File: src/cse_pkg.sv
// ----------------------------------------------------------------------------
// cse_pkg
// Shared widths, beat types and queue status for the cosine similarity engine.
// ----------------------------------------------------------------------------
package cse_pkg;

  localparam int ELEM_W  = 16;            // input element width, Q1.15
  localparam int ACC_W   = 48;            // accumulator width
  localparam int HALF_W  = ACC_W / 2;     // partial product operand width
  localparam int PROD_W  = 2 * ACC_W;     // full product width
  localparam int QUO_W   = 30;            // saturating quotient width
  localparam int ROOT_W  = QUO_W / 2;     // square root width
  localparam int CNT_W   = $clog2(QUO_W); // back-end step counter
  localparam int SIM_W   = 16;            // result width, Q2.14

  localparam logic [SIM_W-1:0] ONE_Q14 = SIM_W'(16384);

  localparam int Q_DEPTH = 4;
  localparam int Q_AW    = $clog2(Q_DEPTH);
  localparam int Q_CW    = $clog2(Q_DEPTH + 1);

  typedef struct packed {
    logic signed [ELEM_W-1:0] elem_a;
    logic signed [ELEM_W-1:0] elem_b;
    logic                     last_element;
  } in_item_t;

  typedef struct packed {
    logic signed [SIM_W-1:0] similarity;
    logic                    zero_norm;
  } out_item_t;

  // one finished vector pair: raw sums handed to the back end
  typedef struct packed {
    logic [ACC_W-1:0] dot_sum;
    logic [ACC_W-1:0] energy_a;
    logic [ACC_W-1:0] energy_b;
  } job_t;

  typedef struct packed {
    logic [Q_CW-1:0] count;
    logic            empty;
  } q_stat_t;

endpackage

File: src/cse_front.sv
// ----------------------------------------------------------------------------
// cse_front
// Takes element pairs, registers the three products and accumulates them.
// On the last pair the sums go to the job queue and the accumulators clear.
// ----------------------------------------------------------------------------
module cse_front (
  input  logic              clk,
  input  logic              rst,
  input  logic              item_valid,
  output logic              item_stall,
  input  cse_pkg::in_item_t item,
  input  cse_pkg::q_stat_t  q_stat,
  output logic              push,
  output cse_pkg::job_t     push_job
);
  import cse_pkg::*;

  logic signed [2*ELEM_W-1:0] prod_ab;
  logic signed [2*ELEM_W-1:0] prod_aa;
  logic signed [2*ELEM_W-1:0] prod_bb;
  logic                       p_valid;
  logic                       p_last;
  logic [ACC_W-1:0]           dot_sum;
  logic [ACC_W-1:0]           energy_a;
  logic [ACC_W-1:0]           energy_b;
  logic [ACC_W-1:0]           dot_sum_next;
  logic [ACC_W-1:0]           energy_a_next;
  logic [ACC_W-1:0]           energy_b_next;
  logic [Q_CW:0]              occ;
  logic                       accept;

  // a last beat in the product stage pushes this cycle but is not yet in count, so count it as taken
  assign occ        = {1'b0, q_stat.count} + {{Q_CW{1'b0}}, p_valid & p_last};
  assign item_stall = occ >= (Q_CW + 1)'(Q_DEPTH);
  assign accept     = item_valid & ~item_stall;

  always_ff @(posedge clk) begin
    if (accept) begin
      prod_ab <= item.elem_a * item.elem_b;
      prod_aa <= item.elem_a * item.elem_a;
      prod_bb <= item.elem_b * item.elem_b;
      p_last  <= item.last_element;
    end
  end

  always_ff @(posedge clk) begin
    if (rst) begin
      p_valid <= 1'b0;
    end else begin
      p_valid <= accept;
    end
  end

  assign dot_sum_next  = dot_sum  + {{(ACC_W-2*ELEM_W){prod_ab[2*ELEM_W-1]}}, prod_ab};
  assign energy_a_next = energy_a + {{(ACC_W-2*ELEM_W){prod_aa[2*ELEM_W-1]}}, prod_aa};
  assign energy_b_next = energy_b + {{(ACC_W-2*ELEM_W){prod_bb[2*ELEM_W-1]}}, prod_bb};

  always_ff @(posedge clk) begin
    if (rst) begin
      dot_sum  <= '0;
      energy_a <= '0;
      energy_b <= '0;
    end else if (p_valid) begin
      if (p_last) begin
        dot_sum  <= '0;
        energy_a <= '0;
        energy_b <= '0;
      end else begin
        dot_sum  <= dot_sum_next;
        energy_a <= energy_a_next;
        energy_b <= energy_b_next;
      end
    end
  end

  assign push              = p_valid & p_last;
  assign push_job.dot_sum  = dot_sum_next;
  assign push_job.energy_a = energy_a_next;
  assign push_job.energy_b = energy_b_next;

  a_last_pushes: assert property (@(posedge clk) disable iff (rst)
    (accept && item.last_element) |=> push)
    else $error("last beat did not push a job");

endmodule

File: config.mk
export PLATFORM = sky130hd
export DESIGN_NAME = cse_front
export DESIGN_NICKNAME = d
export VERILOG_FILES = /design/src/cse_pkg.sv /design/src/cse_front.sv
export SDC_FILE = /design/constraint.sdc
export NUM_CORES = 2
export LEC_CHECK = 0
export ABC_AREA = 1
export BUFFER_PORTS_ARGS = -buffer_cell sky130_fd_sc_hd__buf_2
export CORE_UTILIZATION = 35
export DETAILED_ROUTE_END_ITERATION = 12
export GPL_ROUTABILITY_DRIVEN = 0
export GPL_TIMING_DRIVEN = 0
export HOLD_SLACK_MARGIN = 0.12
export PLACE_DENSITY_LB_ADDON = 0.1
export SYNTH_ARGS = -nofsm -noshare
export SYNTH_HDL_FRONTEND = slang
export SYNTH_SLANG_ARGS = --single-unit
File: constraint.sdc
create_clock -name clk -period 7 [get_ports clk]
set_clock_uncertainty 0.2 [all_clocks]
set_input_delay 0.35 -clock clk [delete_from_list [all_inputs] [get_ports clk]]
set_output_delay 0.35 -clock clk [all_outputs]
set_load 0.005 [all_outputs]
Word level (Yosys, flattened, before mapping) --
Cells that the tools add are included.
Storage, ports and cells: register bits 242
Cells by class: magnitude comparators 1, bitwise gates (word level) 3, $add $sub $neg 4, $mul 3, multiplexer cells 3
Operators by type and width (number):
- adder 48 bit | 3
- 2-to-1 mux 48 bit | 3
- multiplier 16 x 16 -> 32 bit | 3
- adder 3 x 1 -> 4 bit | 1
- >= comparator 4 x 3 -> 1 bit (second input constant) | 1
- AND 1 bit | 2
- NOT 1 bit | 1

Depth between registers and ports, before layout --
word-level depth 5, mapped depth 26

Least setup slack after synthesis --
OpenSTA, ideal clock, no wires.
path type input -> register, start in item[32] (netlist name), end reg prod_aa[27] (data pin), setup slack 0.956 ns, cell stages on the path 21, arrival time 5.585 ns, library setup time 0.258 ns, path through clkbuf_1 -> buf_1 -> nand2_1 -> inv_1 -> fa_1 -> fa_1 -> fa_1 -> fa_1 -> fa_1 -> inv_1 -> fa_1 -> inv_1 -> ha_1 -> nand2_1 -> inv_1 -> nand2_1 -> nor3_1 -> nand4_1 -> nand3_1 -> a21oi_1 -> xnor2_1
Between the ends: cells in the longest elaborated chain, start to end 1
Ends and longest elaborated chain:
- from (decl) | RTL line cse_front.sv:11 | input cse_pkg::in_item_t item,
- multiplier 16 x 16 -> 32 bit | RTL line cse_front.sv:40 | prod_aa <= item.elem_a * item.elem_a;
- to (signal assigned) | RTL line cse_front.sv:40
- to (decl) | RTL line cse_front.sv:19 | logic signed [2*ELEM_W-1:0] prod_aa;
Every way passes these cells. A chain may end at the register's enable or synchronous reset.

Final worst setup path --
start in item[22] (netlist name), end reg prod_aa[25] (data pin)
Same word-level chain as after synthesis.

==> results.yml <==
status:
  status: "finished clean"
routing:
  ant_nets: 0
  drc: 0
  viasPerCell: 4.70
  drt_iter0_markers: 3092
  wire_per_inst_um: 18.2
  vias: 43745
  first_pass_iters: 6
  wl_mm: 169
cts:
  h-tree-depth: 2
  cts_tree: "yes"
  clk_path_buf_depth: 3
  clkTransAtPathRegs_ps: 60
  post_cts_buffers: 0
  root_buffer: "clkbuf_16"
  clk-insertion-delay-late_ps: 580
  cts-buffers-inserted: 34
  cts.sinks: 240
worst_setup_path:
  r2r_start: "prod_bb[31]$_DFFE_PP_"
  crit_start: "item[22]"
  critical_path_class: "primary input to flip-flop"
  end_kind: "flip-flop"
  rr_worst_depth: 10
  crit_path_max_fanout: 10
  cp.arrival_ps: 7030
  worstPathRequired_ps: 7150
  r2r_end: "energy_b[42]$_SDFFE_PP0P_"
  rrSetupSlack_ps: 3770
  cp-start-kind: "primary input"
worst_hold_path:
  hold-path-endpoint: "prod_bb[2]$_DFFE_PP_"
  hold_path_depth: 3
  hp-class: "primary input to flip-flop"
  worstHoldStart: "item[2]"
sta:
  fin_ws_ps: 123
  period_minus_slack_ps: 6880
  rsz0062_at_grt: "no"
  fmax_ghz: 0.145
  whs_ps: 236
  relSlewSlack_pct: 11.6
  period_share_pct: 98.2
  hold_viol: 0
  tightest_slew_ps: 1330
  finalSetupViolations: 0
  report.final.slew_viol_count: 0
synth:
  yosys_register_bits: 240
  synth_ff_type: "dfxtp_1"
  synth.distinct_cells: 45
  yosys_warnings: 0
  synth_area_sq_mm: 0.0501
  synthesis.nets: 8350
  synth_edf_count: 95
  synthCells: 7174
  synth.avg_cell_area_sq_um: 6.98
  synth-async-reset-ratio_pct: 0
  yosysSeqAreaShare_pct: 11.5
floorplanning:
  die_w_um: 380
  die_h_um: 380
  num_rows: 138
  boundaryPins: 186
  core_sq_mm: 0.142
  initial_utilization_pct: 35.3
  die_area_sq_mm: 0.145
layout:
  drive_gt1_share_pct: 5.22
  areaGrowthSynthToFinish_pct: 9.07
  fin_nets: 8570
  finish.utilization_pct: 38.5
placement:
  place_ws_ps: -879
  io_buffers: 175
  place_hpwl_mm: 146
global_routing:
  grt_pass1_vias: 44075
  antenna_found_initial: 4
  grt-ovfl-total: 0
  grt_max_degree: 36
  gr-usage-all-layers_pct: 23.4
  grt_pass1_wl_mm: 258
run:
  drv_cap: 0
[layout by cell type, fill, tap and decap left out, types with 60 or more instances in the layout]
cell         n
and2_1      87
nand3_1    259
clkbuf_1   133
a21oi_1    318
nor2_1     335
inv_1     1921
o21ai_0     60
fa_1       728
dfxtp_1    145
nand2_1   2161
ha_1       406
edfxtp_1    95
xor2_1     120
nand4_1     70
buf_2      187
[timing repair]
item / 4_1_cts / 5_1_grt
hold buffers: 7 / 0
gates resized for setup: 6 / 39
hold endpoints to repair: 5 / 0
setup endpoints to repair: 5 / 7
[synth_stat cells, drive strengths merged, types with 4 or more instances]
cell / count / area (sq um)
a211oi: 5 / 37.5
a21boi: 10 / 78.8
a21o: 16 / 120
a21oi: 318 / 1590
a31o: 5 / 43.8
a31oi: 9 / 56.3
and2: 87 / 544
buf: 15 / 70.1
clkbuf: 146 / 548
dfxtp: 145 / 2900
edfxtp: 95 / 2850
fa: 730 / 14600
ha: 406 / 5080
inv: 1931 / 7250
nand2: 2179 / 8220
nand3: 266 / 1370
nand3b: 14 / 105
nand4: 70 / 438
nor2: 379 / 1560
nor3: 39 / 215
o211ai: 4 / 30.0
o21ai: 63 / 327
o21bai: 24 / 180
or2: 26 / 163
xnor2: 54 / 473
xor2: 124 / 1110
[logic make-up after synthesis]
group	Yosys count	share of synthesized area, %
buffers and inverters	2093	15.7
DFF	240	11.5
AOI/OAI and AO/OA	462	5.07
and+or+nand+nor	3065	25.2
adders and majority gates	1136	39.3
xor gates and xnor gates	178	3.16
[area by class of cell]
type,instances,area (sq um)
diodes,1,2.50
plain buffers,160,641
clock buffers,44,918
clock inverters,18,208
fillers,15457,87100
inverters,1932,7250
multi-input cells,4841,36500
flip-flops and latches,240,5760
well taps,1890,2360
repair buffers,185,1010
[critical path, stage by stage]
cell and delay, ps:
clkbuf_1 560, clkbuf_1 720, nand2_1 120, inv_1 160, fa_1 430, inv_1 80
fa_1 430, fa_1 540, inv_1 60, fa_1 500, fa_1 490, inv_1 50
fa_1 470, inv_1 40, ha_1 370, nand2_1 130, nor3_1 590, nand4_1 220
nand3b_1 260, nand2_1 80, nand2_1 80, xor2_1 280
[per-layer routing]
layer	GRT usage [%]	vias up	part of all wire, %
met5	0	-	0.0053
met2	38.4	1040	46
li1	-	21518	-
met4	5.42	2	2.4
met1	32.5	21022	46
met3	3.24	163	5.8
[worst max-delay path by stage]
stage	end	slack (ps)	cells past startpoint
2_1_floorplan	prod_aa[27]$_DFFE_PP_	960	21
3_3_place_gp	prod_aa[27]$_DFFE_PP_	-880	22
3_5_place_dp	prod_aa[27]$_DFFE_PP_	-880	22
4_1_cts	prod_aa[27]$_DFFE_PP_	30	22
5_1_grt	prod_aa[25]$_DFFE_PP_	20	22
6_report	prod_aa[25]$_DFFE_PP_	120	22
[state kept, by name (all words and copies together), names as in the netlist]
| register | cells |
|---|---|
| dot_sum | 48 |
| energy_a | 48 |
| energy_b | 48 |
| p_last | 1 |
| p_valid | 1 |
| prod_aa | 31 |
| prod_ab | 32 |
| prod_bb | 31 |
[through the flow]
stage	cell area, sq um	cells	TNS (ps)
after floorplan	50100	7174	0
after global placement	53300	9239	-69450
after detailed placement	53400	9242	-11950
after CTS	54600	9311	0
after global routing	54600	9311	0
final	54600	9311	0
Power is not shown: default switching activity piles up to over one toggle a cycle in this logic, so the estimate is an artifact.
