`src/cse_pkg.sv`:
```
// ----------------------------------------------------------------------------
// cse_pkg
// Shared widths, beat types and queue status for the cosine similarity engine.
// ----------------------------------------------------------------------------
package cse_pkg;

  localparam int ELEM_W  = 16;            // input element width, Q1.15
  localparam int ACC_W   = 48;            // accumulator width
  localparam int HALF_W  = ACC_W / 2;     // partial product operand width
  localparam int PROD_W  = 2 * ACC_W;     // full product width
  localparam int QUO_W   = 30;            // saturating quotient width
  localparam int ROOT_W  = QUO_W / 2;     // square root width
  localparam int CNT_W   = $clog2(QUO_W); // back-end step counter
  localparam int SIM_W   = 16;            // result width, Q2.14

  localparam logic [SIM_W-1:0] ONE_Q14 = SIM_W'(16384);

  localparam int Q_DEPTH = 4;
  localparam int Q_AW    = $clog2(Q_DEPTH);
  localparam int Q_CW    = $clog2(Q_DEPTH + 1);

  typedef struct packed {
    logic signed [ELEM_W-1:0] elem_a;
    logic signed [ELEM_W-1:0] elem_b;
    logic                     last_element;
  } in_item_t;

  typedef struct packed {
    logic signed [SIM_W-1:0] similarity;
    logic                    zero_norm;
  } out_item_t;

  // one finished vector pair: raw sums handed to the back end
  typedef struct packed {
    logic [ACC_W-1:0] dot_sum;
    logic [ACC_W-1:0] energy_a;
    logic [ACC_W-1:0] energy_b;
  } job_t;

  typedef struct packed {
    logic [Q_CW-1:0] count;
    logic            empty;
  } q_stat_t;

endpackage

```
`src/cse_back.sv`:
```
// ----------------------------------------------------------------------------
// cse_back
// Per job: |dot|^2 and energy_a*energy_b on one 24x24 multiplier (8 steps),
// restoring divide to a 30-bit saturating quotient, then a bit-serial integer
// square root. k = min(16384, (isqrt(Q)+1)/2), sign of dot applied.
// ----------------------------------------------------------------------------
module cse_back (
  input  logic               clk,
  input  logic               rst,
  input  cse_pkg::q_stat_t   q_stat,
  input  cse_pkg::job_t      job,
  output logic               pop,
  output logic               result_valid,
  input  logic               result_stall,
  output cse_pkg::out_item_t result
);
  import cse_pkg::*;

  typedef enum logic [5:0] {
    ST_IDLE = 6'b000001,
    ST_MUL  = 6'b000010,
    ST_CHK  = 6'b000100,
    ST_DIV  = 6'b001000,
    ST_SQRT = 6'b010000,
    ST_FIN  = 6'b100000
  } state_t;

  state_t            state;
  state_t            state_next;
  logic [CNT_W-1:0]  cnt;
  logic              neg;
  logic              zero;
  logic              sat;
  logic [ACC_W-1:0]  mag;
  logic [ACC_W-1:0]  ea;
  logic [ACC_W-1:0]  eb;
  logic [PROD_W-1:0] acc;
  logic [PROD_W-1:0] prd;
  logic [PROD_W:0]   rem;
  logic [QUO_W-1:0]  quo;
  logic [QUO_W-1:0]  op;
  logic [QUO_W-1:0]  res;
  logic [QUO_W-1:0]  one;

  // multiplier datapath
  logic              phase;
  logic [1:0]        pj;
  logic [ACC_W-1:0]  mx;
  logic [ACC_W-1:0]  my;
  logic [HALF_W-1:0] xp;
  logic [HALF_W-1:0] yp;
  logic [ACC_W-1:0]  pp;
  logic [PROD_W-1:0] pp_sh;
  logic [PROD_W-1:0] acc_sum;

  // divider / root datapath
  logic [PROD_W:0]   r2;
  logic              ge;
  logic [QUO_W-1:0]  quo_next;
  logic [QUO_W-1:0]  trial;
  logic              take;

  logic [ACC_W-1:0]  mag_in;
  logic [ROOT_W:0]   root_up;
  logic [SIM_W-1:0]  k;
  logic              load;

  assign phase = cnt[2];
  assign pj    = cnt[1:0];
  assign mx    = phase ? ea : mag;
  assign my    = phase ? eb : mag;
  assign xp    = pj[1] ? mx[ACC_W-1:HALF_W] : mx[HALF_W-1:0];
  assign yp    = pj[0] ? my[ACC_W-1:HALF_W] : my[HALF_W-1:0];
  assign pp    = xp * yp;

  always_comb begin
    unique case ({1'b0, pj[1]} + {1'b0, pj[0]})
      2'd0:    pp_sh = {{ACC_W{1'b0}}, pp};
      2'd1:    pp_sh = {{HALF_W{1'b0}}, pp, {HALF_W{1'b0}}};
      default: pp_sh = {pp, {ACC_W{1'b0}}};
    endcase
  end

  assign acc_sum  = acc + pp_sh;

  assign r2       = {rem[PROD_W-1:0], 1'b0};
  assign ge       = r2 >= {1'b0, prd};
  assign quo_next = {quo[QUO_W-2:0], ge};

  assign trial    = res + one;
  assign take     = op >= trial;

  assign mag_in   = job.dot_sum[ACC_W-1] ? (~job.dot_sum + ACC_W'(1)) : job.dot_sum;

  // quotient below 2^30 keeps the root below 2^15
  assign root_up  = {1'b0, res[ROOT_W-1:0]} + (ROOT_W + 1)'(1);
  assign k        = sat ? ONE_Q14 : SIM_W'(root_up >> 1);

  assign pop  = (state == ST_IDLE) && !q_stat.empty;
  assign load = (state == ST_FIN) && (!result_valid || !result_stall);

  always_comb begin
    state_next = state;
    unique case (state)
      ST_IDLE: begin
        if (!q_stat.empty) begin
          state_next = (job.energy_a == '0 || job.energy_b == '0) ? ST_FIN : ST_MUL;
        end
      end
      ST_MUL: begin
        if (cnt == CNT_W'(7)) state_next = ST_CHK;
      end
      ST_CHK: begin
        state_next = (rem[PROD_W-1:0] >= prd) ? ST_FIN : ST_DIV;
      end
      ST_DIV: begin
        if (cnt == CNT_W'(QUO_W - 1)) state_next = ST_SQRT;
      end
      ST_SQRT: begin
        if (cnt == CNT_W'(ROOT_W - 1)) state_next = ST_FIN;
      end
      ST_FIN: begin
        if (load) state_next = ST_IDLE;
      end
      default: state_next = ST_IDLE;
    endcase
  end

  always_ff @(posedge clk) begin
    if (rst) begin
      state <= ST_IDLE;
    end else begin
      state <= state_next;
    end
  end

  always_ff @(posedge clk) begin
    unique case (state)
      ST_IDLE: begin
        cnt  <= '0;
        acc  <= '0;
        sat  <= 1'b0;
        zero <= (job.energy_a == '0) || (job.energy_b == '0);
        neg  <= job.dot_sum[ACC_W-1];
        mag  <= mag_in;
        ea   <= job.energy_a;
        eb   <= job.energy_b;
      end
      ST_MUL: begin
        cnt <= cnt + CNT_W'(1);
        if (pj == 2'd3) begin
          acc <= '0;
          if (phase) begin
            prd <= acc_sum;
          end else begin
            rem <= {1'b0, acc_sum};
          end
        end else begin
          acc <= acc_sum;
        end
      end
      ST_CHK: begin
        cnt <= '0;
        quo <= '0;
        sat <= rem[PROD_W-1:0] >= prd;
      end
      ST_DIV: begin
        rem <= ge ? (r2 - {1'b0, prd}) : r2;
        quo <= quo_next;
        if (cnt == CNT_W'(QUO_W - 1)) begin
          cnt <= '0;
          op  <= quo_next;
          res <= '0;
          one <= QUO_W'(1) << (QUO_W - 2);
        end else begin
          cnt <= cnt + CNT_W'(1);
        end
      end
      ST_SQRT: begin
        cnt <= cnt + CNT_W'(1);
        one <= one >> 2;
        if (take) begin
          op  <= op - trial;
          res <= (res >> 1) + one;
        end else begin
          res <= res >> 1;
        end
      end
      ST_FIN: begin
        cnt <= '0;
      end
      default: begin
        cnt <= '0;
      end
    endcase
  end

  always_ff @(posedge clk) begin
    if (load) begin
      result.zero_norm  <= zero;
      result.similarity <= zero ? '0 : (neg ? (~k + SIM_W'(1)) : k);
    end
  end

  always_ff @(posedge clk) begin
    if (rst) begin
      result_valid <= 1'b0;
    end else if (load) begin
      result_valid <= 1'b1;
    end else if (!result_stall) begin
      result_valid <= 1'b0;
    end
  end

  a_zero_result: assert property (@(posedge clk) disable iff (rst)
    (load && zero) |=> (result.similarity == '0) && result.zero_norm)
    else $error("zero-energy job gave nonzero similarity");

  a_range: assert property (@(posedge clk) disable iff (rst)
    load |=> ($signed(result.similarity) <= $signed(ONE_Q14))
             && ($signed(result.similarity) >= -$signed(ONE_Q14)))
    else $error("similarity outside +-1.0");

endmodule

```
`config.mk`:
```
export PLATFORM = sky130hd
export DESIGN_NAME = cse_back
export DESIGN_NICKNAME = d
export VERILOG_FILES = /design/src/cse_pkg.sv /design/src/cse_back.sv
export SDC_FILE = /design/constraint.sdc
export NUM_CORES = 2
export LEC_CHECK = 0
export BUFFER_PORTS_ARGS = -buffer_cell sky130_fd_sc_hd__buf_2
export CAP_MARGIN = 10
export CORE_MARGIN = 4
export CORE_UTILIZATION = 60
export DETAILED_ROUTE_END_ITERATION = 12
export PLACE_DENSITY = 0.76
export SLEW_MARGIN = 20
export SYNTH_ARGS = -nofsm -noshare
export SYNTH_HDL_FRONTEND = slang
export SYNTH_SLANG_ARGS = --single-unit
```
`constraint.sdc`:
```
create_clock -name clk -period 13.3 [get_ports clk]
set_input_delay 1.33 -clock clk [delete_from_list [all_inputs] [get_ports clk]]
set_output_delay 1.33 -clock clk [all_outputs]
set_load 0.01 [all_outputs]
```
### After elaboration in Yosys (flattened, before gate mapping)

Index checks and enable logic that the tools add are counted.

* flip-flop bits (word level): 583
* input bits: 151
* output and inout bits: 19

* add/subtract/negate cells: 10
* $mul: 1
* $lt $le $gt $ge: 3
* eq/ne operators: 20
* mux-type cells: 36
* bitwise gates (word level): 2
* reductions and logical operators: 21

Operators by type and width (number)
* $pmux 96 s2: 3
* $mux 96: 4
* $pmux 30 s2: 3
* $mux 30: 5
* $ge 97x96->1: 1
* $add 96x96->96: 1
* $ge 96x96->1: 1
* $logic_not 48->1: 2
* $mux 48: 2
* $sub 96x96->96: 1
* $pmux 29 s2: 1
* $add 48x1->48 const B: 1
* $mul 24x24->48: 1
* $mux 24: 2
* $not 48->48: 1
* $mux 47: 1
* $mux 6: 7
* $pmux 6 s6: 1
* $add 29x30->30: 1
* $add 30x30->30: 1
* $ge 30x30->1: 1
* $sub 30x30->30: 1
* $add 15x1->16 const B: 1
* $add 16x1->16 const B: 1
* other kinds (31): 49

### Depth between registers and ports, before layout

* depth in word-level cells: 8
* depth in mapped cells: 48

### Least setup slack after synthesis

No wires, ideal clock.

* kind: flip-flop to flip-flop
* start: register cnt[0]
* end: register rem[89] (data pin)
* library setup time: 276 ps
* arrival time: 11486 ps
* required time: 13024 ps
* slack: 1538 ps
* cell stages (with the launch flop): 46
* buffers on the path: 4
* clock period less this slack: 11762 ps
* cells stage by stage: dfxtp_1 -> clkbuf_1 -> buf_1 -> buf_1 -> mux2i_1 -> nand2_1 -> o21ai_1 -> clkbuf_1 -> nor2_1 -> fa_1 -> fa_1 -> inv_1 -> fa_1 -> fa_1 -> inv_1 -> fa_1 -> fa_1 -> inv_1 -> [... 10 more ...] -> a31oi_1 -> a221o_1 -> a21oi_1 -> xnor2_1 -> a22o_1 -> ha_1 -> a21oi_1 -> o21bai_1 -> a221oi_1 -> o21a_1 -> o211a_1 -> o21ai_0 -> a31oi_1 -> o41ai_1 -> a31oi_1 -> o31ai_1 -> xnor2_1 -> a21boi_0

* word-level cells in the longest chain between the ends: 7

Ends and longest elaborated chain
* start, declared: RTL line cse_back.sv:30 `logic [CNT_W-1:0] cnt;`
* start signal, assigned: RTL line cse_back.sv:150 `cnt <= cnt + CNT_W'(1);`
* start signal, assigned: RTL line cse_back.sv:176 `cnt <= cnt + CNT_W'(1);`
* start signal, assigned: RTL line cse_back.sv:180 `cnt <= cnt + CNT_W'(1);`
* $mux 24 or $add 1x1->2 (tied branches): RTL line cse_back.sv:73, cse_back.sv:77
* $mul 24x24->48, or another cell as far along: RTL line cse_back.sv:74 `assign pp = xp * yp;`
* $pmux 96 s2 (*): RTL line cse_back.sv:77 `unique case ({1'b0, pj[1]} + {1'b0, pj[0]})`
* $add 96x96->96 (*): RTL line cse_back.sv:84 `assign acc_sum = acc + pp_sh;`
* $mux 96 (*): RTL line cse_back.sv:153 `if (phase) begin`
* $mux 96 (*): RTL line cse_back.sv:151 `if (pj == 2'd3) begin`
* $pmux 96 s2 (*): RTL line cse_back.sv:138 `unique case (state)`
* end signal, assigned: RTL line cse_back.sv:156 `rem <= {1'b0, acc_sum};`
* end signal, assigned: RTL line cse_back.sv:168 `rem <= ge ? (r2 - {1'b0, prd}) : r2;`
* end, declared: RTL line cse_back.sv:39 `logic [PROD_W:0] rem;`

Mark *: on every way between the ends. The rest lies on a longest branch, timed or not. The select of a mux whose other input is x is not followed.
A chain may end at the register's enable or synchronous reset.

### Worst setup path in the final report

* start: register cnt[0]
* end: register rem[80] (data pin)

The elaborated chain is that of the path after synthesis.

==> impl_metrics.ini <==
[timing]
final-max-slew-violation-count = 0
fin_skew_ns = 0.03360
tightestPinTransition_ns = 1.184
hold_viol = 0
max_slew_margin = 0.2087
setup_violations = 0
tns_ns = 0
rsz0062_at_grt = false
min_period_ns = 12.87
period_share = 0.9678
clock.fmax_mhz = 77.69

[critical_path]
setup.worst_path.class = reg2reg
crit_top_cell = fa_1
cpLargestDelayFamily = adder cells
critPathMaxStageDelay_ns = 0.59
worst_ep_arrival_time_ns = 13.25
crit_path_end_kind = register
crit_buf_inv = 9
start_kind = register
crit_slowest_cell = dfxtp_2
worstPathRequired_ns = 13.68
path_max_fanout = 20
rrSetupSlack_ns = 0.43

[clocking]
cts.clk_slew.worst_paths_ns = 0.06
hold_buffers = 0
clk_latency_ns = 0.65
clockBufferDepth = 3
tritoncts = yes
clock-sinks = 568
cts_buffers = 68
htree_levels = 3
cts_root_buf = clkbuf_16

[synth]
synth_adder_area_share = 0.2709
synth_flop_cell = edfxtp_1
synth_edf_count = 556
synthMuxAreaShare = 0.01811
synthSimpleGateAreaFrac = 0.1539
synth_xor_area_frac = 0.05382
synth_nets = 7868
yosys.cell_types.count = 84
synth-seq-cells = 568
async_reset_ff_frac = 0
seq_area_frac_synth = 0.2805
syn_avg_cell_area_um2 = 9.009
synth_top_family_by_area = adder cells
synth_compound_area_frac = 0.1537
synth_area_um2 = 60370
yosysWarnings = 0
synthCells = 6701

[route]
first_pass_iters = 7
drc = 0
via_count = 50250
drtIter0Drc = 5022
vias_per_cell = 6.166
post_drt_wl_per_cell_um = 21.66
drt-total-wl_um = 176600
drtAntennaViolNets = 0

[grt]
grt.overflow.total = 0
grt_pass1_wl_um = 274400
grt_max_degree = 86
grt_use_total = 0.3282
grt_pass1_vias = 49800
antenna_found_initial = 3

[die]
coreArea_um2 = 100000
row_count = 116
dieHeight_um = 325.2
dieWidth_um = 325.2
start_util = 0.6037
dieArea_um2 = 105800
ios = 170

[placed_design]
hpwl_um = 138900
dp.cells = 8021
portBuffers = 166
gp_congestion = 1.007

[run]
max_cap_viol_count = 0

[finish]
fin_cells = 8150
syn_to_final_growth_pct = 8.323
nets = 7961
final.fill_count = 8210
fin_util = 0.6540
drive_gt1_frac = 0.08190

[min_path]
hold_class = reg2reg

[status]
status = finished clean
-- routing by layer --
layer,global-route usage,vias up,part of all wire
met5,0,-,0.000057
met4,0.1271,2,0.045
met3,0.06953,463,0.092
met2,0.5263,2232,0.46
met1,0.4395,24370,0.41
li1,-,23190,-
-- worst min-delay path: stages, from the launching register on --
cell	delay, ns
edfxtp_1	0.32
nand2_1	0.04
o21ai_0	0.06
-- layout by cell type, fill, tap and decap left out, drive strengths merged, types with 236 or more instances in the layout --
| cell | instances |
|---|---|
| inv | 815 |
| a21oi | 403 |
| buf | 325 |
| nand2 | 744 |
| xnor2 | 236 |
| nor2 | 701 |
| ha | 531 |
| o21ai | 369 |
| edfxtp | 556 |
| fa | 485 |
-- metrics by stage --
| step | cell area [um2] | worst slack, ns | hold slack, ns |
|---|---|---|---|
| 3_5_place_dp | 63020 | 0.01506 | 0.5092 |
| 5_1_grt | 65390 | 0.002109 | 0.5642 |
| 4_1_cts | 65340 | 0.08136 | 0.5195 |
| 6_report | 65400 | 0.4288 | 0.5256 |
| 2_1_floorplan | 60370 | 1.538 | 0.4244 |
| 3_3_place_gp | 63020 | 0.3115 | 0.4977 |
-- flip-flops by register name (all words and copies together) (netlist names) --
register      flops
ea               48
sat               1
mag              48
result           17
quo              29
neg               1
eb               48
res              30
result_valid      1
state             6
op               30
prd              96
one              15
zero              1
cnt               5
rem              96
acc              96
-- kinds of logic (layout without fill, tap and decap cells) --
kind of cell	Yosys count	count (layout)
other cells	0	2
fa+ha+maj	1016	1016
simple gates	2065	2065
mux	94	94
flops	568	568
xor+xnor	371	371
buf+inv	1110	1259
compound gates	1477	1477
-- final timing paths --
kind / depth (start not counted) / startpoint / endpoint
max: 44 / cnt[0] / rem[80]
min: 2 / quo[28] / op[29]
max reg2reg: 44 / cnt[0] / rem[80]
min reg2reg: 2 / quo[28] / op[29]
-- cells in the mapped netlist (all sizes together) (15+ instances only) --
| cell type | count | area share |
|---|---|---|
| inv | 807 | 0.050 |
| nand2 | 744 | 0.046 |
| nor2 | 701 | 0.044 |
| edfxtp | 556 | 0.28 |
| ha | 531 | 0.11 |
| fa | 485 | 0.16 |
| a21oi | 403 | 0.033 |
| o21ai | 369 | 0.031 |
| clkbuf | 288 | 0.018 |
| xnor2 | 236 | 0.034 |
| a21o | 166 | 0.021 |
| xor2 | 135 | 0.020 |
| and2 | 125 | 0.013 |
| nand4 | 114 | 0.012 |
| a31oi | 79 | 0.0082 |
| o21a | 76 | 0.0095 |
| a211oi | 72 | 0.0090 |
| nand3 | 71 | 0.0059 |
| o21bai | 65 | 0.0081 |
| nor3 | 52 | 0.0043 |
| nor4 | 49 | 0.0051 |
| nor2b | 46 | 0.0048 |
| mux2i | 44 | 0.0073 |
| mux2 | 42 | 0.0078 |
| nand2b | 40 | 0.0043 |
| o31ai | 40 | 0.0053 |
| o211ai | 30 | 0.0037 |
| and3 | 28 | 0.0029 |
| or3 | 28 | 0.0035 |
| a21boi | 24 | 0.0030 |
| a31o | 16 | 0.0023 |
| or2 | 15 | 0.0016 |
-- what timing repair did --
action | in CTS | in global routing
gates resized for setup | 1 | 6
endpoints found under the setup margin | 3 | 33
setup buffers | 0 | 1
-- area by class of cell --
cell class | count | area [um2] | share of cell area
well taps | 1298 | 1624 | 0.02483
clock inverters | 40 | 439.2 | 0.006716
clock buffers | 86 | 1884 | 0.02881
flip-flops and latches | 568 | 16950 | 0.2591
inverters | 808 | 3038 | 0.04645
repair buffers | 325 | 2062 | 0.03153
multi-input cells | 5023 | 39400 | 0.6025
diodes | 2 | 5.005 | 0.00007653
Power is not shown: default switching activity piles up to over one toggle a cycle in this logic, so the estimate is an artifact.
