==> config.mk <==
export PLATFORM = sky130hd
export DESIGN_NAME = cse_queue
export DESIGN_NICKNAME = d
export VERILOG_FILES = /design/src/cse_pkg.sv /design/src/cse_queue.sv
export SDC_FILE = /design/constraint.sdc
export NUM_CORES = 1
export LEC_CHECK = 0
export ABC_AREA = 1
export BUFFER_PORTS_ARGS = -buffer_cell sky130_fd_sc_hd__buf_2
export CORE_ASPECT_RATIO = 0.7
export CORE_MARGIN = 2
export CORE_UTILIZATION = 40
export CTS_CLUSTER_SIZE = 8
export DETAILED_ROUTE_END_ITERATION = 7
export GPL_ROUTABILITY_DRIVEN = 0
export MAX_ROUTING_LAYER = met4
export SYNTH_ARGS = -nofsm -noshare
export SYNTH_HDL_FRONTEND = slang
export SYNTH_SLANG_ARGS = --single-unit
==> constraint.sdc <==
create_clock -name clk -period 4.6 [get_ports clk]
set_input_delay 0.69 -clock clk [delete_from_list [all_inputs] [get_ports clk]]
set_output_delay 0.69 -clock clk [all_outputs]
set_load 0.01 [all_outputs]
==> src/cse_pkg.sv <==
// ----------------------------------------------------------------------------
// cse_pkg
// Shared widths, beat types and queue status for the cosine similarity engine.
// ----------------------------------------------------------------------------
package cse_pkg;

  localparam int ELEM_W  = 16;            // input element width, Q1.15
  localparam int ACC_W   = 48;            // accumulator width
  localparam int HALF_W  = ACC_W / 2;     // partial product operand width
  localparam int PROD_W  = 2 * ACC_W;     // full product width
  localparam int QUO_W   = 30;            // saturating quotient width
  localparam int ROOT_W  = QUO_W / 2;     // square root width
  localparam int CNT_W   = $clog2(QUO_W); // back-end step counter
  localparam int SIM_W   = 16;            // result width, Q2.14

  localparam logic [SIM_W-1:0] ONE_Q14 = SIM_W'(16384);

  localparam int Q_DEPTH = 4;
  localparam int Q_AW    = $clog2(Q_DEPTH);
  localparam int Q_CW    = $clog2(Q_DEPTH + 1);

  typedef struct packed {
    logic signed [ELEM_W-1:0] elem_a;
    logic signed [ELEM_W-1:0] elem_b;
    logic                     last_element;
  } in_item_t;

  typedef struct packed {
    logic signed [SIM_W-1:0] similarity;
    logic                    zero_norm;
  } out_item_t;

  // one finished vector pair: raw sums handed to the back end
  typedef struct packed {
    logic [ACC_W-1:0] dot_sum;
    logic [ACC_W-1:0] energy_a;
    logic [ACC_W-1:0] energy_b;
  } job_t;

  typedef struct packed {
    logic [Q_CW-1:0] count;
    logic            empty;
  } q_stat_t;

endpackage

==> src/cse_queue.sv <==
// ----------------------------------------------------------------------------
// cse_queue
// Short job queue between the accumulating front end and the divider back end.
// ----------------------------------------------------------------------------
module cse_queue (
  input  logic             clk,
  input  logic             rst,
  input  logic             push,
  input  cse_pkg::job_t    push_job,
  input  logic             pop,
  output cse_pkg::job_t    pop_job,
  output cse_pkg::q_stat_t stat
);
  import cse_pkg::*;

  job_t            slots [Q_DEPTH];
  logic [Q_AW-1:0] wr_ptr;
  logic [Q_AW-1:0] rd_ptr;
  logic [Q_CW-1:0] count;

  always_ff @(posedge clk) begin
    if (push) begin
      slots[wr_ptr] <= push_job;
    end
  end

  always_ff @(posedge clk) begin
    if (rst) begin
      wr_ptr <= '0;
      rd_ptr <= '0;
      count  <= '0;
    end else begin
      if (push) begin
        wr_ptr <= (wr_ptr == Q_AW'(Q_DEPTH - 1)) ? '0 : wr_ptr + Q_AW'(1);
      end
      if (pop) begin
        rd_ptr <= (rd_ptr == Q_AW'(Q_DEPTH - 1)) ? '0 : rd_ptr + Q_AW'(1);
      end
      unique case ({push, pop})
        2'b10:   count <= count + Q_CW'(1);
        2'b01:   count <= count - Q_CW'(1);
        default: count <= count;
      endcase
    end
  end

  assign pop_job     = slots[rd_ptr];
  assign stat.count  = count;
  assign stat.empty  = (count == '0);

  a_no_overflow: assert property (@(posedge clk) disable iff (rst)
    push |-> (count != Q_CW'(Q_DEPTH)))
    else $error("job queue overflow");

endmodule

=== Word-level counts from Yosys, hierarchy flattened ===
Memory sizes are Yosys's and may differ from the RTL's. A register that Yosys moved wholly into a read port is not among the register bits.
Index checks and enable logic that the tools add are counted.

* Add/sub/neg operators: 4
* Multipliers: 0
* Divide/modulo/power cells: 0
* $lt $le $gt $ge: 0
* Equality and inequality tests: 4
* Shifts and indexed selects: 0
* Multiplexer cells: 7
* Bitwise gates (word level): 0
* Reductions and logical operators: 2

{| class="wikitable"
|+ Operators by type and width
! cell !! number
|-
| $mux 2 || 4
|-
| $eq 2x2->1 const B || 3
|-
| $pmux 3 s2 || 1
|-
| $add 2x1->2 const B || 2
|-
| $add 3x1->3 const B || 1
|-
| $logic_not 3->1 || 1
|-
| $sub 3x1->3 const B || 1
|-
| $eq 2x1->1 const B || 1
|-
| $mux 1 || 2
|-
| $reduce_bool 2->1 || 1
|}

* Register bits: 7
* Bits in latches: 0
* Bits in writable memories: 576
* ROM bits: 0
* Bits of input ports: 148
* Output and inout bits: 148
* Word-level logic and storage cells: 21
* Memories kept: 1

{| class="wikitable"
|+ Memories
! memory !! depth !! width !! read ports !! clocked after memory_dff !! wr ports !! line !! source
|-
| slots || 4 || 144 || 1 || 1 || 1 || cse_queue.sv:16 || <nowiki>job_t slots [Q_DEPTH];</nowiki>
|}

=== Logic depth before layout (Yosys ltp) ===
Gate-level depths: netlist of run 1.

* Depth after elaboration: 4
* Gate-level depth with buffers: 10
* Mapped depth without buffers: 10

=== Worst setup path before layout of run 1 ===
Ideal clock, no wire load.

* Kind: input to register
* From: in push
* To: mem slots[3][0] in the netlist's numbering (enable)
* Arrival time: 3498 ps
* Required time: 4103 ps
* Slack: 605 ps
* Cell stages on the path: 2
* Cell sequence: nand2_1 inv_1

* Word-level cells in the longest chain between the ends: 2

{| class="wikitable"
|+ Ends and longest elaborated chain
! item !! line !! source
|-
| from (decl) || cse_queue.sv:8 || <nowiki>input logic push,</nowiki>
|-
| $mux 1 || cse_queue.sv:22 || <nowiki>if (push) begin</nowiki>
|-
| $mux 1 (implied by the code) || cse_queue.sv:23 || <nowiki>slots[wr_ptr] <= push_job;</nowiki>
|-
| to (decl) || cse_queue.sv:16 ||
|}

No other way between the ends.

==> results.yml, run 1 <==
clock_tree:
  cts_sinks: 585
  cts-resized-gates: 0
  ctsHoldBuffers: 0
  clk_pin_slew_worst_paths_ns: 0.05
  clock_path_buffers: 3
  cts_setup_buffers: 0
  h-tree-depth: 3
  cts_tree: "built"
  cts_made_buffers: 83
  clock_latency_ns: 0.61
  cts-root-buf: "clkbuf_16"
place:
  hpwl_um: 27500
  io_buffers: 295
timing:
  tns_ns: 0
  finalHoldViolations: 0
  slew_headroom_pct: 34.4
  rsz0062_at_grt: "false"
  worst_slew_pin_slew_ns: 0.984
  period_minus_slack_ns: 3.67
  finalMaxSlewViolations: 0
  period_share_pct: 79.7
  finClkSkew_ns: 0.0127
  setup_violations: 0
  max_freq_ghz: 0.273
floorplan:
  core_um2: 53700
  rows: 71
  fp.dieW_um: 283
  io_pins: 296
  initial_utilization_pct: 40.6
  die_h_um: 199
  dieArea_um2: 56400
drt:
  dr.first_iter.drc_count: 1037
  dr_wl_met2_um: 22700
  drt_first_pass_iters: 5
  top_layer: "met4"
  routedWlPerCell_um: 20.0
  drc: 0
  wl_met1_um: 22200
  wl_met3_um: 4500
  totalWireLength_um: 50400
  final_antenna_net_count: 0
  vias: 12978
  via_per_inst: 5.16
setup_path:
  worstSetupPathType: "register to primary output"
  endpoint_kind: "primary output"
  cp.required_ns: 3.91
  crit_fanout: 78
  critical_path.cell_chain: "inv_4 -> buf_4 -> o21ai_0 -> o22ai_1 -> buf_2"
  max_stage_delay_ns: 0.75
  crit_slowest_cell: "inv_4"
  cp.arrival_ns: 2.98
  crit_path_start_kind: "register"
worst_hold_path:
  min_path_type: "input pin to register"
grt:
  grt_use_total_pct: 18.2
  grt_max_degree: 157
  gr-total-overflow: 0
  antenna_found_initial: 13
  first_global_vias: 12928
  grt_first_pass_wirelength_um: 76600
power:
  p_per_area_nw_per_um2: 481
  power.total_mw: 12.6
  power_leakage_nw: 9.06
  peakVddDrop_v: 0.000302
status:
  outcome: "completed"
layout:
  drive_above_1_share_pct: 23.3
  ff_latch_area_um2: 17500
  fin_nets: 1912
  nFillCells: 4537
  area_growth_pct: 19.8
  multi_input_area_um2: 3640
yosys:
  synth_cell_types: 23
  synth_area_um2: 21800
  ys_warn_count: 0
  syn_avg_cell_area_um2: 15.0
  syn_nets: 1606
  syn_inst: 1451
  ys_seq_area_share_pct: 80.2
  ys_ff_latch: 585
run:
  maxCapViolCount: 0
==> final timing paths <==
check               startpoint  cells after the start  slack (ns)       endpoint
setup reg to reg     wr_ptr[0]                      4        2.44  slots[3][125]
setup / recovery      register                      5        0.93   pop_job[128]
hold reg to reg       count[2]                      4        0.55       count[2]
hold / removal    push_job[27]                      1        0.30   slots[0][27]
==> cell families after synthesis <==
logic type	synth area share (%)
DFF	80.2
AOI/OAI and AO/OA	11.0
and+or+nand+nor	5.30
buffers and inverters	3.15
adders and majority gates	0.436
==> cells in the mapped netlist <==
master | n | share of area (%)
clkinv_2 | 1 | 0.023
nand3_1 | 1 | 0.023
ha_1 | 6 | 0.34
nand2_1 | 8 | 0.14
edfxtp_1 | 576 | 79
buf_6 | 23 | 1.2
a21oi_1 | 5 | 0.11
buf_8 | 2 | 0.14
dfxtp_1 | 9 | 0.83
nor3_1 | 3 | 0.069
o22ai_1 | 144 | 4.1
clkbuf_1 | 42 | 0.72
nand4_1 | 1 | 0.029
inv_1 | 16 | 0.28
o21ai_0 | 226 | 5.2
fa_1 | 1 | 0.092
buf_2 | 20 | 0.46
o21ai_1 | 66 | 1.5
buf_4 | 5 | 0.17
clkbuf_2 | 1 | 0.023
inv_8 | 1 | 0.052
nor2_1 | 293 | 5.0
buf_12 | 1 | 0.092
==> critical path: cells and delay by family (launching register included) <==
| kind | cells | cell delay (ns) |
|---|---|---|
| flops | 1 | 0.54 |
| buf+inv | 3 | 1.36 |
| compound gates | 2 | 0.38 |
==> registers in the layout (all words and copies together), names as in the netlist, named ones only <==
register and flops:
count 3, rd_ptr 2, slots 576, wr_ptr 2
==> per-stage QoR <==
stage	area, µm²	cells	worst slack, ns	hold WS (ns)	util [%]
floorplan	21800	1451	0.605	0.490	-
global placement	23900	2402	1.57	0.526	44.4
detailed placement	23900	2402	1.51	0.548	44.4
CTS	26100	2500	0.861	0.252	48.5
global route	26100	2511	0.712	0.270	48.6
finish	26100	2514	0.933	0.295	48.6
==> layout make-up <==
class                   count  share of cell area [%]
well taps                 730                    3.50
repair buffers            315                    6.70
multi-input cells         754                    13.9
inverters                  18                   0.374
diodes                     14                   0.134
clock inverters             7                   0.297
flip-flops and latches    585                    66.9
clock buffers              91                    8.15
==> power by group <==
part           leakage, nW  internal [mW]  switching (mW)
clock                 1.07           3.22            2.04
sequential            5.37           6.11          0.0674
combinational         2.62          0.362           0.749
total                 9.06           9.69            2.86
==> layer usage <==
| metal | up-vias | global-route usage (%) |
|---|---|---|
| li1 | 6117 | - |
| met1 | 6364 | 24.4 |
| met2 | 417 | 27.0 |
| met3 | 80 | 5.58 |
| met4 | 0 | 5.24 |
| met5 | - | - |
==> cell usage in the layout (no fill, tap or decap) <==
master / n
o21ai_1: 66
ha_1: 6
a21oi_1: 5
buf_4: 10
nand3_1: 1
inv_6: 6
clkinv_1: 1
o21ai_0: 226
edfxtp_1: 576
nand4_1: 1
fa_1: 1
inv_8: 1
inv_4: 1
dfxtp_1: 7
inv_1: 12
clkinvlp_4: 1
clkbuf_16: 84
nor3_1: 3
diode_2: 14
buf_12: 10
clkbuf_1: 7
dfxtp_4: 2
nor2_1: 293
clkinv_8: 3
o22ai_1: 144
buf_2: 295
nand2_1: 8
No activity file was read; power rests on OpenSTA's default activity.
==> inputs of run 2 (changes only) <==
==> constraint.sdc (replaced) <==
create_clock -name clk -period 3.7 [get_ports clk]
set_input_delay 0.555 -clock clk [delete_from_list [all_inputs] [get_ports clk]]
set_output_delay 0.555 -clock clk [all_outputs]
set_load 0.01 [all_outputs]
==> results.yml, run 2 (synthesis results as in run 1) <==
place:
  dp_slack_ns: 1.39
  dp_cells: 2413
  io_buffers: 295
  hpwl_um: 27800
layout:
  multi_input_area_um2: 3640
  regMostFlops: "slots"
  ff_latch_area_um2: 17500
  largest_reg_flops: 576
  area_growth_pct: 20.7
  fin_nets: 1923
  top_regs: "slots: 576 flops, count: 3 flops"
  drive_above_1_share_pct: 23.9
  layout_commonest_cell: "edfxtp_1"
  final_cells: 2528
  nFillCells: 4597
  final_cell_mix: "edfxtp_1, buf_2, nor2_1"
timing:
  worst_slew_pin_slew_ns: 0.827
  tns_ns: 0
  slew_headroom_pct: 44.8
  fin_ws_ns: 0.817
  finalMaxSlewViolations: 0
  finalHoldViolations: 0
  period_share_pct: 77.9
  finClkSkew_ns: 0.0121
  period_minus_slack_ns: 2.88
  rsz0062_at_grt: "false"
  setup_violations: 0
  max_freq_ghz: 0.347
drt:
  drt_first_pass_iters: 5
  routedWlPerCell_um: 19.7
  dr.first_iter.drc_count: 873
  drc: 0
  final_antenna_net_count: 0
  totalWireLength_um: 49700
  via_per_inst: 5.15
  vias: 13016
clock_tree:
  clock_path_buffers: 3
  cts_tree: "built"
  clock_latency_ns: 0.60
  cts_sinks: 585
  ctsHoldBuffers: 0
  clk_pin_slew_worst_paths_ns: 0.05
  cts_made_buffers: 83
  cts-resized-gates: 0
  cts-root-buf: "clkbuf_16"
  cts_setup_buffers: 0
  h-tree-depth: 3
grt:
  first_global_vias: 12840
  gr-total-overflow: 0
  grt_use_total_pct: 18.0
  grt_max_degree: 165
  grt_first_pass_wirelength_um: 75800
  antenna_found_initial: 10
worst_hold_path:
  min_path_type: "input pin to register"
floorplan:
  rows: 71
  dieArea_um2: 56400
  fp.dieW_um: 283
  core_um2: 53700
  initial_utilization_pct: 40.6
  die_h_um: 199
  io_pins: 296
setup_path:
  cp.arrival_ns: 2.33
  endpoint_kind: "primary output"
  cp.required_ns: 3.14
  crit_fanout: 109
  worstSetupPathType: "register to primary output"
  crit_path_start_kind: "register"
power:
  p_per_area_nw_per_um2: 597
  peakVddDrop_v: 0.000446
  power_leakage_nw: 9.13
status:
  outcome: "completed"
run:
  maxCapViolCount: 0
==> run 2: worst max-delay path, stage by stage (launching register included) <==
cell     delay (ns)
dfxtp_4        0.38
inv_8          0.46
buf_12         0.33
o21ai_0        0.12
o22ai_1        0.16
buf_2          0.20
==> run 2: layer usage <==
metal	up-vias	wire length [µm]	global-route usage, %
met4	0	952	5.36
li1	6133	-	-
met2	396	21900	26.3
met3	77	4100	5.06
met1	6410	22800	24.6
met5	-	0	-
==> run 2: stage by stage <==
stage	util (%)	hold slack, ns	instance area, µm²	total power, mW
final	49.0	0.160	26300	15.7
after global placement	44.7	0.507	24000	9.19
after detailed placement	44.7	0.517	24000	9.22
after floorplan	-	0.490	21800	8.58
after global routing	48.9	0.132	26300	16.3
after CTS	48.9	0.114	26300	15.9
==> run 2: where the power goes <==
group	internal (mW)	switching [mW]
combinational	0.469	0.951
sequential	7.60	0.0604
clock	4.09	2.54
==> run 2: final timing paths <==
check             from      endpoint  slack (ns)  cells after the start
max           register   pop_job[13]        0.82                      5
min                rst     wr_ptr[0]        0.16                      2
max reg2reg  wr_ptr[0]  slots[0][65]        1.50                      5
min reg2reg  wr_ptr[1]     wr_ptr[1]        0.52                      2
==> run 2: layout make-up <==
type	count	area share, %
sequential	585	66.4
clock inverter	5	0.252
antenna	17	0.162
inverter	18	0.352
timing repair buffer	326	7.21
multi-input combinational	754	13.8
clock buffer	93	8.28
tap	730	3.47
==> inputs of run 3 (changes only) <==
==> constraint.sdc (replaced) <==
create_clock -name clk -period 3 [get_ports clk]
set_input_delay 0.45 -clock clk [delete_from_list [all_inputs] [get_ports clk]]
set_output_delay 0.45 -clock clk [all_outputs]
set_load 0.01 [all_outputs]
==> results.yml, run 3 (synthesis results as in run 1) <==
layout:
  final_cells: 2518
  area_growth_pct: 20.8
  fin_nets: 1919
  final_cell_mix: "edfxtp_1, buf_2, nor2_1"
  fin_area_um2: 26300
  nFillCells: 4565
  drive_above_1_share_pct: 24.2
  layout_commonest_cell: "edfxtp_1"
  top_regs: "slots: 576 flops, count: 3 flops"
  largest_reg_flops: 576
  regMostFlops: "slots"
grt:
  grt_use_total_pct: 18.0
  grt_first_pass_wirelength_um: 75800
  antenna_found_initial: 10
  first_global_vias: 12871
  grt_max_degree: 179
  gr-total-overflow: 0
setup_path:
  critical_path.cell_chain: "buf_12 -> o21ai_0 -> o22ai_1 -> buf_2"
  worstSetupPathType: "register to primary output"
  cp.arrival_ns: 2.39
  crit_slowest_cell: "buf_12"
  endpoint_kind: "primary output"
  cp.required_ns: 2.55
  crit_fanout: 178
  crit_path_start_kind: "register"
  max_stage_delay_ns: 0.41
timing:
  worst_slew_pin_slew_ns: 0.937
  finalMaxSlewViolations: 0
  period_share_pct: 94.7
  rsz0062_at_grt: "false"
  setup_violations: 0
  finClkSkew_ns: 0.0199
  finalHoldViolations: 0
  period_minus_slack_ns: 2.84
  slew_headroom_pct: 37.6
  whs_ns: 0.0586
  max_freq_ghz: 0.352
drt:
  totalWireLength_um: 49500
  final_antenna_net_count: 0
  drt_first_pass_iters: 5
  vias: 12907
  drc: 0
  routedWlPerCell_um: 19.7
  dr.first_iter.drc_count: 917
  via_per_inst: 5.13
clock_tree:
  ctsHoldBuffers: 0
  cts_sinks: 585
  cts_setup_buffers: 0
  cts-resized-gates: 0
  clock_path_buffers: 3
  clock_latency_ns: 0.59
  cts_tree: "built"
  cts-root-buf: "clkbuf_16"
  clk_pin_slew_worst_paths_ns: 0.05
  cts_made_buffers: 83
  h-tree-depth: 3
floorplan:
  io_pins: 296
  fp.dieW_um: 283
  rows: 71
  dieArea_um2: 56400
  initial_utilization_pct: 40.6
  die_h_um: 199
  core_um2: 53700
power:
  peakVddDrop_v: 0.000705
  power_leakage_nw: 9.12
  power.total_mw: 19.3
  p_per_area_nw_per_um2: 734
run:
  maxCapViolCount: 0
place:
  io_buffers: 295
  hpwl_um: 27000
  dp_cells: 2409
  placed_area_um2: 24100
worst_hold_path:
  min_path_type: "input pin to register"
status:
  outcome: "completed"
## run 3: cell count changes in the layout (fill, tap and decap cells not counted), sizes merged
cell / previous run / this run
inv: 15 / 14
clkinvlp: 4 / 5
clkinv: 4 / 5
buf: 326 / 322
clkbuf: 93 / 92
diode: 17 / 11
## run 3: metrics by stage
| stage | TNS (ns) | worst slack [ns] | utilization [%] |
|---|---|---|---|
| floorplan | -79.74 | -0.140 | - |
| global placement | 0 | 0.852 | 44.8 |
| detailed placement | 0 | 0.828 | 44.8 |
| CTS | 0 | 0.162 | 48.9 |
| global route | 0 | 0.0198 | 49.0 |
| finish | 0 | 0.158 | 49.0 |
## run 3: path summary, 6_finish.rpt
kind	to	cells after the start	start	slack [ns]
worst max-delay path	pop_job[82]	4	register	0.16
worst max register to register	slots[2][86]	5	wr_ptr[0]	1.03
worst min register to register	wr_ptr[1]	2	wr_ptr[1]	0.50
worst min-delay path	wr_ptr[0]	2	rst	0.06
## run 3: where the power goes
group	switching, mW	internal (mW)
registers	0.0913	9.37
logic	1.15	0.584
clock network	3.14	4.99
total	4.38	14.9
## run 3: area by class of cell
class,instances,area (µm²),share of cell area (%)
sequential,585,17500,66.4
multi-input combinational,754,3650,13.9
clock buffer,92,2150,8.18
timing repair buffer,322,1930,7.33
tap,730,913,3.47
inverter,18,92.6,0.352
clock inverter,6,76.3,0.290
antenna,11,27.5,0.105
## run 3: layer usage
metal | up-vias | share of wire [%] | track usage, %
met5 | - | 0 | -
met4 | 0 | 1.7 | 5.00
met3 | 71 | 7.6 | 5.88
met2 | 317 | 46 | 27.7
met1 | 6390 | 44 | 23.1
li1 | 6129 | - | -
## run 3: worst max-delay path, delay by kind of cell, from the launching register on
kind            cells  cell delay (ns)
buf+inv             2             0.59
compound gates      2             0.48
flops               1             0.40
